### config.mk
export PLATFORM = sky130hd
export DESIGN_NAME = sequence_reorder_buffer_core
export DESIGN_NICKNAME = d
export VERILOG_FILES = /design/src/design/srb_pkg.sv /design/src/design/sequence_reorder_buffer_core.sv
export SDC_FILE = /design/constraint.sdc
export NUM_CORES = 2
export LEC_CHECK = 0
export ABC_AREA = 1
export ABC_CLOCK_PERIOD_IN_PS = 7620
export BUFFER_PORTS_ARGS = -buffer_cell sky130_fd_sc_hd__buf_2
export CAP_MARGIN = 20
export CORE_MARGIN = 2
export CORE_UTILIZATION = 58
export CTS_BUF_LIST = sky130_fd_sc_hd__clkbuf_4
export DETAILED_ROUTE_END_ITERATION = 7
export PLACE_DENSITY = 0.75
export REMOVE_ABC_BUFFERS = 1
export SLEW_MARGIN = 5
export SYNTH_ARGS = -nofsm -noshare
export SYNTH_HDL_FRONTEND = slang
export SYNTH_SLANG_ARGS = --single-unit
export TNS_END_PERCENT = 10
### constraint.sdc
create_clock -name clock -period 7.62 [get_ports clock]
set_input_delay 0.762 -clock clock [delete_from_list [all_inputs] [get_ports clock]]
set_output_delay 0.762 -clock clock [all_outputs]
set_load 0.01 [all_outputs]
### src/design/srb_pkg.sv
`default_nettype none

package srb_pkg;

   // Field widths
   localparam int SEQ_W  = 32;
   localparam int BITS_W = 16;
   localparam int TAG_W  = 16;
   localparam int ACC_W  = 24;

   // Configuration port
   localparam int CSR_DATA_W = 32;
   localparam int CSR_ADDR_W = 3;
   localparam logic CSR_IDX_LIMIT = 1'b0;

   localparam logic [ACC_W-1:0] LIMIT_RESET = ACC_W'(128000 * 8);
   localparam logic [ACC_W-1:0] ACC_MAX     = {ACC_W{1'b1}};

   typedef enum logic [2:0] {
      OUT_DELIVER      = 3'd0,
      OUT_UNPARSED     = 3'd1,
      OUT_BUFFERED     = 3'd2,
      OUT_DUPLICATE    = 3'd3,
      OUT_OVERFLOW     = 3'd4,
      OUT_STALE        = 3'd5,
      OUT_CLOSE_ERR    = 3'd6,
      OUT_DEAD         = 3'd7
   } srb_outcome_type;

   // One held message in the window memory
   typedef struct packed {
      logic              close;
      logic [TAG_W-1:0]  tag;
      logic [BITS_W-1:0] bits;
   } srb_entry_type;

endpackage

`default_nettype wire

### src/design/sequence_reorder_buffer_core.sv
`default_nettype none

// Receive-side reorder buffer for one reliable channel. Each req item is a
// message descriptor; the block answers with one or more rsp items, the
// final one marked by rsp_last. Unreliable or next-in-sequence messages are
// delivered at once, followed by any buffered successors in sequence order.
// Early reliable messages inside the window are held in a WINDOW_DEPTH-entry
// memory (slot = sequence mod WINDOW_DEPTH, tracked incrementally so no
// divider is needed); repeats are reported as duplicates and sequences
// outside the window as stale. Exceeding the bit limit (register at byte
// address 0) aborts the channel, and a close message ends it; after that
// every item is answered with the dead outcome until reset. An item is
// accepted in ST_IDLE, then evaluated and applied in ST_EVAL. Each drained
// message follows from ST_DRAIN, paced by the single registered read port
// of the window memory; a stalled rsp side holds the block in its state.
// Slot valid bits are flops cleared by reset, so no clearing pass is needed.
module sequence_reorder_buffer_core
   import srb_pkg::*;
#(
   parameter int WINDOW_DEPTH = 32
) (
   input  wire                    clock,
   input  wire                    reset,

   // Message descriptors in
   input  wire                    req_valid,
   output logic                   req_ready,
   input  wire  [SEQ_W-1:0]       req_sequence_req,
   input  wire                    req_reliable,
   input  wire                    req_close,
   input  wire  [BITS_W-1:0]      req_msg_bits,
   input  wire  [TAG_W-1:0]       req_payload_tag,
   input  wire                    req_closing_locally,

   // Results out
   output logic                   rsp_valid,
   input  wire                    rsp_ready,
   output logic [2:0]             rsp_outcome,
   output logic [SEQ_W-1:0]       rsp_out_sequence,
   output logic [TAG_W-1:0]       rsp_out_tag,
   output logic                   rsp_out_close,
   output logic                   rsp_last,

   // Configuration
   input  wire                    psel,
   input  wire                    penable,
   input  wire                    pwrite,
   input  wire  [CSR_ADDR_W-1:0]  paddr,
   input  wire  [CSR_DATA_W-1:0]  pwdata,
   output logic [CSR_DATA_W-1:0]  prdata,
   output logic                   pready
);

   localparam int SLOT_W = $clog2(WINDOW_DEPTH);
   localparam int CNT_W  = $clog2(WINDOW_DEPTH + 1);
   localparam logic [SLOT_W:0]   DEPTH_S   = (SLOT_W+1)'(WINDOW_DEPTH);
   localparam logic [SLOT_W-1:0] LAST_SLOT = SLOT_W'(WINDOW_DEPTH - 1);
   localparam logic [SEQ_W-1:0]  DEPTH_SEQ = SEQ_W'(WINDOW_DEPTH);

   typedef enum logic [1:0] {
      ST_IDLE,
      ST_EVAL,
      ST_DRAIN
   } state_type;

   function automatic logic [SLOT_W-1:0] slot_inc(input logic [SLOT_W-1:0] s);
      return (s == LAST_SLOT) ? '0 : s + 1'b1;
   endfunction

   // slot of sequence s + 1 given the slot of s; the sequence space wraps
   // to zero, which restarts the slot count
   function automatic logic [SLOT_W-1:0] slot_next(input logic [SLOT_W-1:0] slot,
                                                  input logic [SEQ_W-1:0]  s);
      return (s == '1) ? '0 : slot_inc(slot);
   endfunction

   // ---------------------------------------------------------------------
   // State
   // ---------------------------------------------------------------------
   state_type           state_ff, state_in;

   // latched item
   logic [SEQ_W-1:0]    in_seq_ff, in_seq_in;
   logic                in_rel_ff, in_rel_in;
   logic                in_close_ff, in_close_in;
   logic [BITS_W-1:0]   in_bits_ff, in_bits_in;
   logic [TAG_W-1:0]    in_tag_ff, in_tag_in;
   logic                in_unparsed_ff, in_unparsed_in;

   // channel state
   logic [SEQ_W-1:0]    last_seq_ff, last_seq_in;
   logic [SLOT_W-1:0]   last_slot_ff, last_slot_in;   // last_seq mod depth
   logic [WINDOW_DEPTH-1:0] slot_valid_ff, slot_valid_in;
   logic [ACC_W-1:0]    buf_bits_ff, buf_bits_in;
   logic [CNT_W-1:0]    buf_count_ff, buf_count_in;
   logic                dead_ff, dead_in;
   logic [ACC_W-1:0]    limit_ff, limit_in;

   // result register
   logic                rsp_valid_ff, rsp_valid_in;
   srb_outcome_type     outcome_ff, outcome_in;
   logic [SEQ_W-1:0]    out_seq_ff, out_seq_in;
   logic [TAG_W-1:0]    out_tag_ff, out_tag_in;
   logic                out_close_ff, out_close_in;
   logic                last_ff, last_in;

   // window memory
   srb_entry_type       mem [WINDOW_DEPTH];
   srb_entry_type       rd_data_ff;
   logic                rd_en;
   logic [SLOT_W-1:0]   rd_addr;
   logic                wr_en;
   logic [SLOT_W-1:0]   wr_addr;
   srb_entry_type       wr_data;

   // ---------------------------------------------------------------------
   // Outputs
   // ---------------------------------------------------------------------
   assign req_ready        = (state_ff == ST_IDLE);
   assign rsp_valid        = rsp_valid_ff;
   assign rsp_outcome      = outcome_ff;
   assign rsp_out_sequence = out_seq_ff;
   assign rsp_out_tag      = out_tag_ff;
   assign rsp_out_close    = out_close_ff;
   assign rsp_last         = last_ff;

   assign pready = 1'b1;
   assign prdata = (paddr[CSR_ADDR_W-1:2] == CSR_IDX_LIMIT)
                   ? {{(CSR_DATA_W-ACC_W){1'b0}}, limit_ff} : '0;

   // ---------------------------------------------------------------------
   // Next state
   // ---------------------------------------------------------------------
   always_comb begin
      logic                out_free;
      logic [SEQ_W-1:0]    seq_gap;
      logic [SLOT_W:0]     slot_sum;
      logic [SLOT_W-1:0]   wslot;
      logic [ACC_W:0]      bits_sum;
      logic [ACC_W-1:0]    bits_sat;
      logic [SLOT_W-1:0]   nslot;
      logic [SEQ_W-1:0]    new_last;
      logic [SLOT_W-1:0]   dslot;
      logic [SEQ_W-1:0]    seq_next;
      logic [SLOT_W-1:0]   cur;
      logic [SLOT_W-1:0]   nxt;
      logic [ACC_W-1:0]    drain_bits;
      logic [CNT_W-1:0]    count_dec;
      srb_outcome_type     deliver;

      out_free = !rsp_valid_ff || rsp_ready;
      deliver  = in_unparsed_ff ? OUT_UNPARSED : OUT_DELIVER;

      // distance from the last in-order sequence; slot by wrap-add, except
      // when the window crosses zero, where the sequence is its own slot
      seq_gap  = in_seq_ff - last_seq_ff;
      slot_sum = {1'b0, last_slot_ff} + seq_gap[SLOT_W:0];
      wslot    = (in_seq_ff < last_seq_ff) ? in_seq_ff[SLOT_W-1:0]
                 : (slot_sum >= DEPTH_S) ? SLOT_W'(slot_sum - DEPTH_S)
                 : slot_sum[SLOT_W-1:0];
      bits_sum = {1'b0, buf_bits_ff} + {{(ACC_W+1-BITS_W){1'b0}}, in_bits_ff};
      bits_sat = bits_sum[ACC_W] ? ACC_MAX : bits_sum[ACC_W-1:0];
      nslot    = in_rel_ff ? slot_next(last_slot_ff, last_seq_ff) : last_slot_ff;
      new_last = in_rel_ff ? in_seq_ff : last_seq_ff;
      dslot    = slot_next(nslot, new_last);

      seq_next   = last_seq_ff + 1'b1;
      cur        = slot_next(last_slot_ff, last_seq_ff);
      nxt        = slot_next(cur, seq_next);
      drain_bits = (buf_bits_ff >= {{(ACC_W-BITS_W){1'b0}}, rd_data_ff.bits})
                   ? buf_bits_ff - {{(ACC_W-BITS_W){1'b0}}, rd_data_ff.bits}
                   : '0;
      count_dec  = (buf_count_ff != '0) ? buf_count_ff - 1'b1 : '0;

      state_in       = state_ff;
      in_seq_in      = in_seq_ff;
      in_rel_in      = in_rel_ff;
      in_close_in    = in_close_ff;
      in_bits_in     = in_bits_ff;
      in_tag_in      = in_tag_ff;
      in_unparsed_in = in_unparsed_ff;
      last_seq_in    = last_seq_ff;
      last_slot_in   = last_slot_ff;
      slot_valid_in  = slot_valid_ff;
      buf_bits_in    = buf_bits_ff;
      buf_count_in   = buf_count_ff;
      dead_in        = dead_ff;
      rsp_valid_in   = rsp_valid_ff && !rsp_ready;
      outcome_in     = outcome_ff;
      out_seq_in     = out_seq_ff;
      out_tag_in     = out_tag_ff;
      out_close_in   = out_close_ff;
      last_in        = last_ff;
      rd_en          = 1'b0;
      rd_addr        = nxt;
      wr_en          = 1'b0;
      wr_addr        = wslot;
      wr_data        = '{close: in_close_ff, tag: in_tag_ff, bits: in_bits_ff};

      limit_in = (psel && penable && pwrite && pready &&
                  paddr[CSR_ADDR_W-1:2] == CSR_IDX_LIMIT)
                 ? pwdata[ACC_W-1:0] : limit_ff;

      case (state_ff)
         ST_IDLE: begin
            if (req_valid) begin
               in_seq_in      = req_sequence_req;
               in_rel_in      = req_reliable;
               in_close_in    = req_close;
               in_bits_in     = req_msg_bits;
               in_tag_in      = req_payload_tag;
               in_unparsed_in = req_closing_locally;
               state_in       = ST_EVAL;
            end
         end

         ST_EVAL: begin
            if (out_free) begin
               rsp_valid_in = 1'b1;
               out_seq_in   = in_seq_ff;
               out_tag_in   = in_tag_ff;
               out_close_in = in_close_ff;
               last_in      = 1'b1;
               state_in     = ST_IDLE;
               if (dead_ff) begin
                  outcome_in = OUT_DEAD;
               end else if (in_rel_ff && seq_gap != SEQ_W'(1)) begin
                  if (seq_gap < SEQ_W'(2) || seq_gap > DEPTH_SEQ) begin
                     outcome_in = OUT_STALE;
                  end else if (slot_valid_ff[wslot]) begin
                     outcome_in = OUT_DUPLICATE;
                  end else begin
                     // early arrival: park it in the window
                     wr_en                = 1'b1;
                     slot_valid_in[wslot] = 1'b1;
                     buf_bits_in          = bits_sat;
                     buf_count_in         = buf_count_ff + 1'b1;
                     if (bits_sat > limit_ff) begin
                        dead_in    = 1'b1;
                        outcome_in = OUT_OVERFLOW;
                     end else begin
                        outcome_in = OUT_BUFFERED;
                     end
                  end
               end else begin
                  // in order or unreliable: deliver, then maybe drain
                  if (in_rel_ff) begin
                     last_seq_in = in_seq_ff;
                  end
                  last_slot_in = nslot;
                  if (in_close_ff) begin
                     dead_in    = 1'b1;
                     outcome_in = (buf_count_ff != '0) ? OUT_CLOSE_ERR : deliver;
                  end else begin
                     outcome_in = deliver;
                     if (slot_valid_ff[dslot]) begin
                        last_in  = 1'b0;
                        rd_en    = 1'b1;
                        rd_addr  = dslot;
                        state_in = ST_DRAIN;
                     end
                  end
               end
            end
         end

         ST_DRAIN: begin
            // rd_data_ff holds the entry of slot cur
            if (out_free) begin
               rsp_valid_in       = 1'b1;
               out_seq_in         = seq_next;
               out_tag_in         = rd_data_ff.tag;
               out_close_in       = rd_data_ff.close;
               slot_valid_in[cur] = 1'b0;
               buf_bits_in        = drain_bits;
               buf_count_in       = count_dec;
               last_seq_in        = seq_next;
               last_slot_in       = cur;
               last_in            = 1'b1;
               state_in           = ST_IDLE;
               if (rd_data_ff.close) begin
                  dead_in    = 1'b1;
                  outcome_in = (count_dec != '0) ? OUT_CLOSE_ERR : deliver;
               end else begin
                  outcome_in = deliver;
                  if (slot_valid_ff[nxt]) begin
                     last_in  = 1'b0;
                     rd_en    = 1'b1;
                     rd_addr  = nxt;
                     state_in = ST_DRAIN;
                  end
               end
            end
         end

         default: begin
            state_in = ST_IDLE;
         end
      endcase
   end

   // ---------------------------------------------------------------------
   // Registers
   // ---------------------------------------------------------------------
   always_ff @(posedge clock) begin
      in_seq_ff      <= in_seq_in;
      in_rel_ff      <= in_rel_in;
      in_close_ff    <= in_close_in;
      in_bits_ff     <= in_bits_in;
      in_tag_ff      <= in_tag_in;
      in_unparsed_ff <= in_unparsed_in;
      outcome_ff     <= outcome_in;
      out_seq_ff     <= out_seq_in;
      out_tag_ff     <= out_tag_in;
      out_close_ff   <= out_close_in;
      last_ff        <= last_in;
      if (reset) begin
         state_ff      <= ST_IDLE;
         rsp_valid_ff  <= 1'b0;
         last_seq_ff   <= '0;
         last_slot_ff  <= '0;
         slot_valid_ff <= '0;
         buf_bits_ff   <= '0;
         buf_count_ff  <= '0;
         dead_ff       <= 1'b0;
         limit_ff      <= LIMIT_RESET;
      end else begin
         state_ff      <= state_in;
         rsp_valid_ff  <= rsp_valid_in;
         last_seq_ff   <= last_seq_in;
         last_slot_ff  <= last_slot_in;
         slot_valid_ff <= slot_valid_in;
         buf_bits_ff   <= buf_bits_in;
         buf_count_ff  <= buf_count_in;
         dead_ff       <= dead_in;
         limit_ff      <= limit_in;
      end
   end

   // Window memory: one write, one registered read
   always_ff @(posedge clock) begin
      if (wr_en) begin
         mem[wr_addr] <= wr_data;
      end
      if (rd_en) begin
         rd_data_ff <= mem[rd_addr];
      end
   end

endmodule

`default_nettype wire

==> summary.txt <==
Logic synthesis
  • Synth cell count leaders: nand2_1, nand3_1, inv_1
  • Yosys top cell area share: 0.555
  • Asr flop ratio synth: 0
  • Yosys warnings: 0
  • Cell variety after synth: 55
  • Leading area contributor after synthesis: edfxtp_1
  • Avg Cell Area, Syn: about 9.2 um2
  • Most common cell in the netlist: nand2_1
  • EDFF count, synth: 1,209
  • Area contributors post-synth: edfxtp_1, nand3_1, nand2_1
  • #FFs+latches synth: around 1,300
  • Primary FF master, synth: edfxtp_1
  • Register area share after synthesis: 0.594
  • Syn Inst Count: 7,146
  • Mapped Area: about 0.065 mm2

Timing
  • Clk_skew: around 0.14 ns
  • Hold Fails Final Rpt: 0
  • Highest clock rate: 0.153 GHz
  • Worst Tran Pin Value: ~1.2 ns
  • Final slew viol count: 0
  • # setup viols final: 0
  • Setup TNS Final: 0 ns
  • Worst slew margin: 0.196
  • Part of the cycle the worst path needs: 0.856
  • RSZ-0062 raised after global routing: false
  • Hold_ws: roughly 0.17 ns
  • Final min period: roughly 6.5 ns

Clocking
  • CTS clk-pin slew, worst paths: 0.06 ns
  • Clk Latency, worst-skew pair: ~1.3 ns
  • Clk Tree Root Cell: clkbuf_4
  • Clock buffer depth: 4
  • CTS sink cnt: 1,336
  • CTS tree: built
  • H-tree levels: 5
  • Post-CTS Setup Inserts: 0
  • CTS Buf Count: between 300 and 400

Finish
  • Final #Nets: 7,767
  • Filler cells: 8,783
  • Area Growth Syn to Fin: 11.9%
  • Non-Filler Instances: 9,280
  • Share of cells above drive strength 1: 0.117

Floorplan
  • Effective utilization at floorplan: 0.583
  • # IOs: 197
  • Core area: 0.112 mm2
  • Die height: 340 um
  • Width of the die: 340 um
  • FP Rows: 123
  • Die area: between 0.1 and 0.15 mm2

Critical path
  • Worst reg2reg setup slack: 1.10 ns
  • Critical path class: reg -> reg
  • Critical path capture point type: flip-flop
  • CP max FO: 137
  • Slowest cell on the critical path: nand2_2
  • FF-to-FF End: rd_data_ff[11]
  • Startpoint Class: flip-flop
  • Critical Path Most Common Cell: nand2_1
  • Worst EP arrival: between 7 and 8 ns
  • R2r startpoint: last_seq_ff[0]
  • Reg2reg path depth: 32
  • Slowest stage delay, CP: 0.64 ns
  • CP required: 8.59 ns

Routing
  • First drt pass iteration count: 6
  • Post-route ant nets: 0
  • Post-route DRC violation count: 0
  • Initial DRC count: 6,441
  • Wire per inst: approximately 20 um
  • Via-per-instance ratio: 5.68
  • Final WL: 186,000 um
  • Via count: 52,700

Min path
  • Hold WC Path Type: in -> reg
  • Hold path cells: 3
  • Min-delay src: penable
  • Hold Path Sink: limit_ff[18]

Placement
  • Final Wtd Congestion: 0.981
  • Placed Cells: 8,588
  • HPWL Detailed: 102,000 um
  • IO buf count: 177

Global routing
  • GRT Util Overall: 0.318
  • Total gr overflow: 0
  • First-pass GRT wire length: 284,000 um
  • Initial antenna violation count: 5
  • Vias in the first global route: between 50,000 and 60,000
  • Largest net degree at the start of global routing: 188

Power and ir drop
  • Power Density: about 270 mW/mm2
  • Leakage: 31.9 nW
  • Final Power: around 0.020 W
  • Worst vdd ir: 0.363 mV

Job
  • MaxCap Viol Count: 0

Status
  • Status: finished, final reports clean
[power breakdown]
group	switching (W)	internal, W	total [W]
clock network	0.00289	0.00325	0.00614
logic	0.00383	0.00165	0.00548
registers	0.000179	0.00824	0.00842
[per-stage QoR]
stage	util	setup slack, ns	cell area (um2)
3_5_place_dp	0.605	1.25	67800
6_report	0.652	1.10	73200
3_3_place_gp	0.605	1.35	67800
4_1_cts	0.651	1.27	73100
2_1_floorplan	-	-7.10	63700
5_1_grt	0.652	0.652	73200
[worst max path at each step]
stage                   start        endpoint  slack (ns)  cells past startpoint
2_1_floorplan       in_rel_ff   rd_data_ff[0]       -7.10                     25
3_3_place_gp   last_seq_ff[0]  rd_data_ff[19]        1.35                     31
3_5_place_dp   last_seq_ff[0]  rd_data_ff[20]        1.25                     32
4_1_cts        last_seq_ff[0]  rd_data_ff[10]        1.27                     31
5_1_grt        last_seq_ff[0]  rd_data_ff[19]        0.65                     32
6_report       last_seq_ff[0]  rd_data_ff[11]        1.10                     32
[state kept, by name, indices dropped and copies added (netlist names)]
name,cells
buf_count_ff,6
limit_ff,24
rd_data_ff,33
in_bits_ff,16
in_seq_ff,32
in_rel_ff,1
mem,1056
rsp_last,1
last_seq_ff,32
in_close_ff,1
rsp_outcome,3
state_ff,2
rsp_valid,1
rsp_out_close,1
in_unparsed_ff,1
rsp_out_sequence,32
rsp_out_tag,16
in_tag_ff,16
slot_valid_ff,32
dead_ff,1
last_slot_ff,5
buf_bits_ff,24
[area by class of cell]
cell class / instances / area (um2) / share of cell area
Multi-Input combinational cell: 4137 / 20200 / 0.276
Inverter: 1331 / 5010 / 0.0685
Clock buffer: 517 / 3880 / 0.0530
Sequential cell: 1336 / 38800 / 0.531
Antenna cell: 7 / 17.5 / 0.000239
Tap cell: 1500 / 1880 / 0.0256
Timing Repair Buffer: 382 / 2950 / 0.0404
Clock inverter: 70 / 417 / 0.00569
[logic make-up after synthesis]
group	after synthesis	share of synthesized area
and+or+nand+nor	3394	0.225
AOI/OAI and AO/OA	533	0.0440
other	2	0.000115
adders and majority gates	114	0.0223
xor gates and xnor gates	87	0.0116
DFF	1336	0.594
buffers and inverters	1680	0.103
[worst max-delay path, delay by kind of cell (launching register included)]
kind            cells  cell delay, ns
fa+ha+maj           3            0.72
flops               1            0.36
buf+inv             4            0.90
simple gates       24            3.59
compound gates      1            0.47
[repair_timing]
| action | in CTS | in global routing |
|---|---|---|
| endpoints found under the setup margin | 0 | 0 |
| hold buffers | 95 | 0 |
| resized for setup | 0 | 0 |
| hold endpoints to repair | 107 | 0 |
[per-layer routing]
metal  track usage  up-vias  wire [um]
li1              -    24400          -
met1         0.417    24600      70700
met2         0.515     3157      86900
met3        0.0644      521      21300
met4         0.144        0       7360
met5             0        -          0
[cells in the final DEF (no fill, tap or decap), types with 31 or more instances in the layout]
master / instances
a21oi_1: 186
a31oi_1: 41
buf_2: 177
buf_4: 88
clkbuf_4: 517
clkinv_1: 52
dfxtp_1: 127
dlygate4sd3_1: 95
edfxtp_1: 1209
ha_1: 109
inv_1: 1315
nand2_1: 1707
nand3_1: 1322
nor2_1: 221
nor3_1: 31
o21ai_0: 218
xor2_1: 64
(Power assumes the default switching activity.)
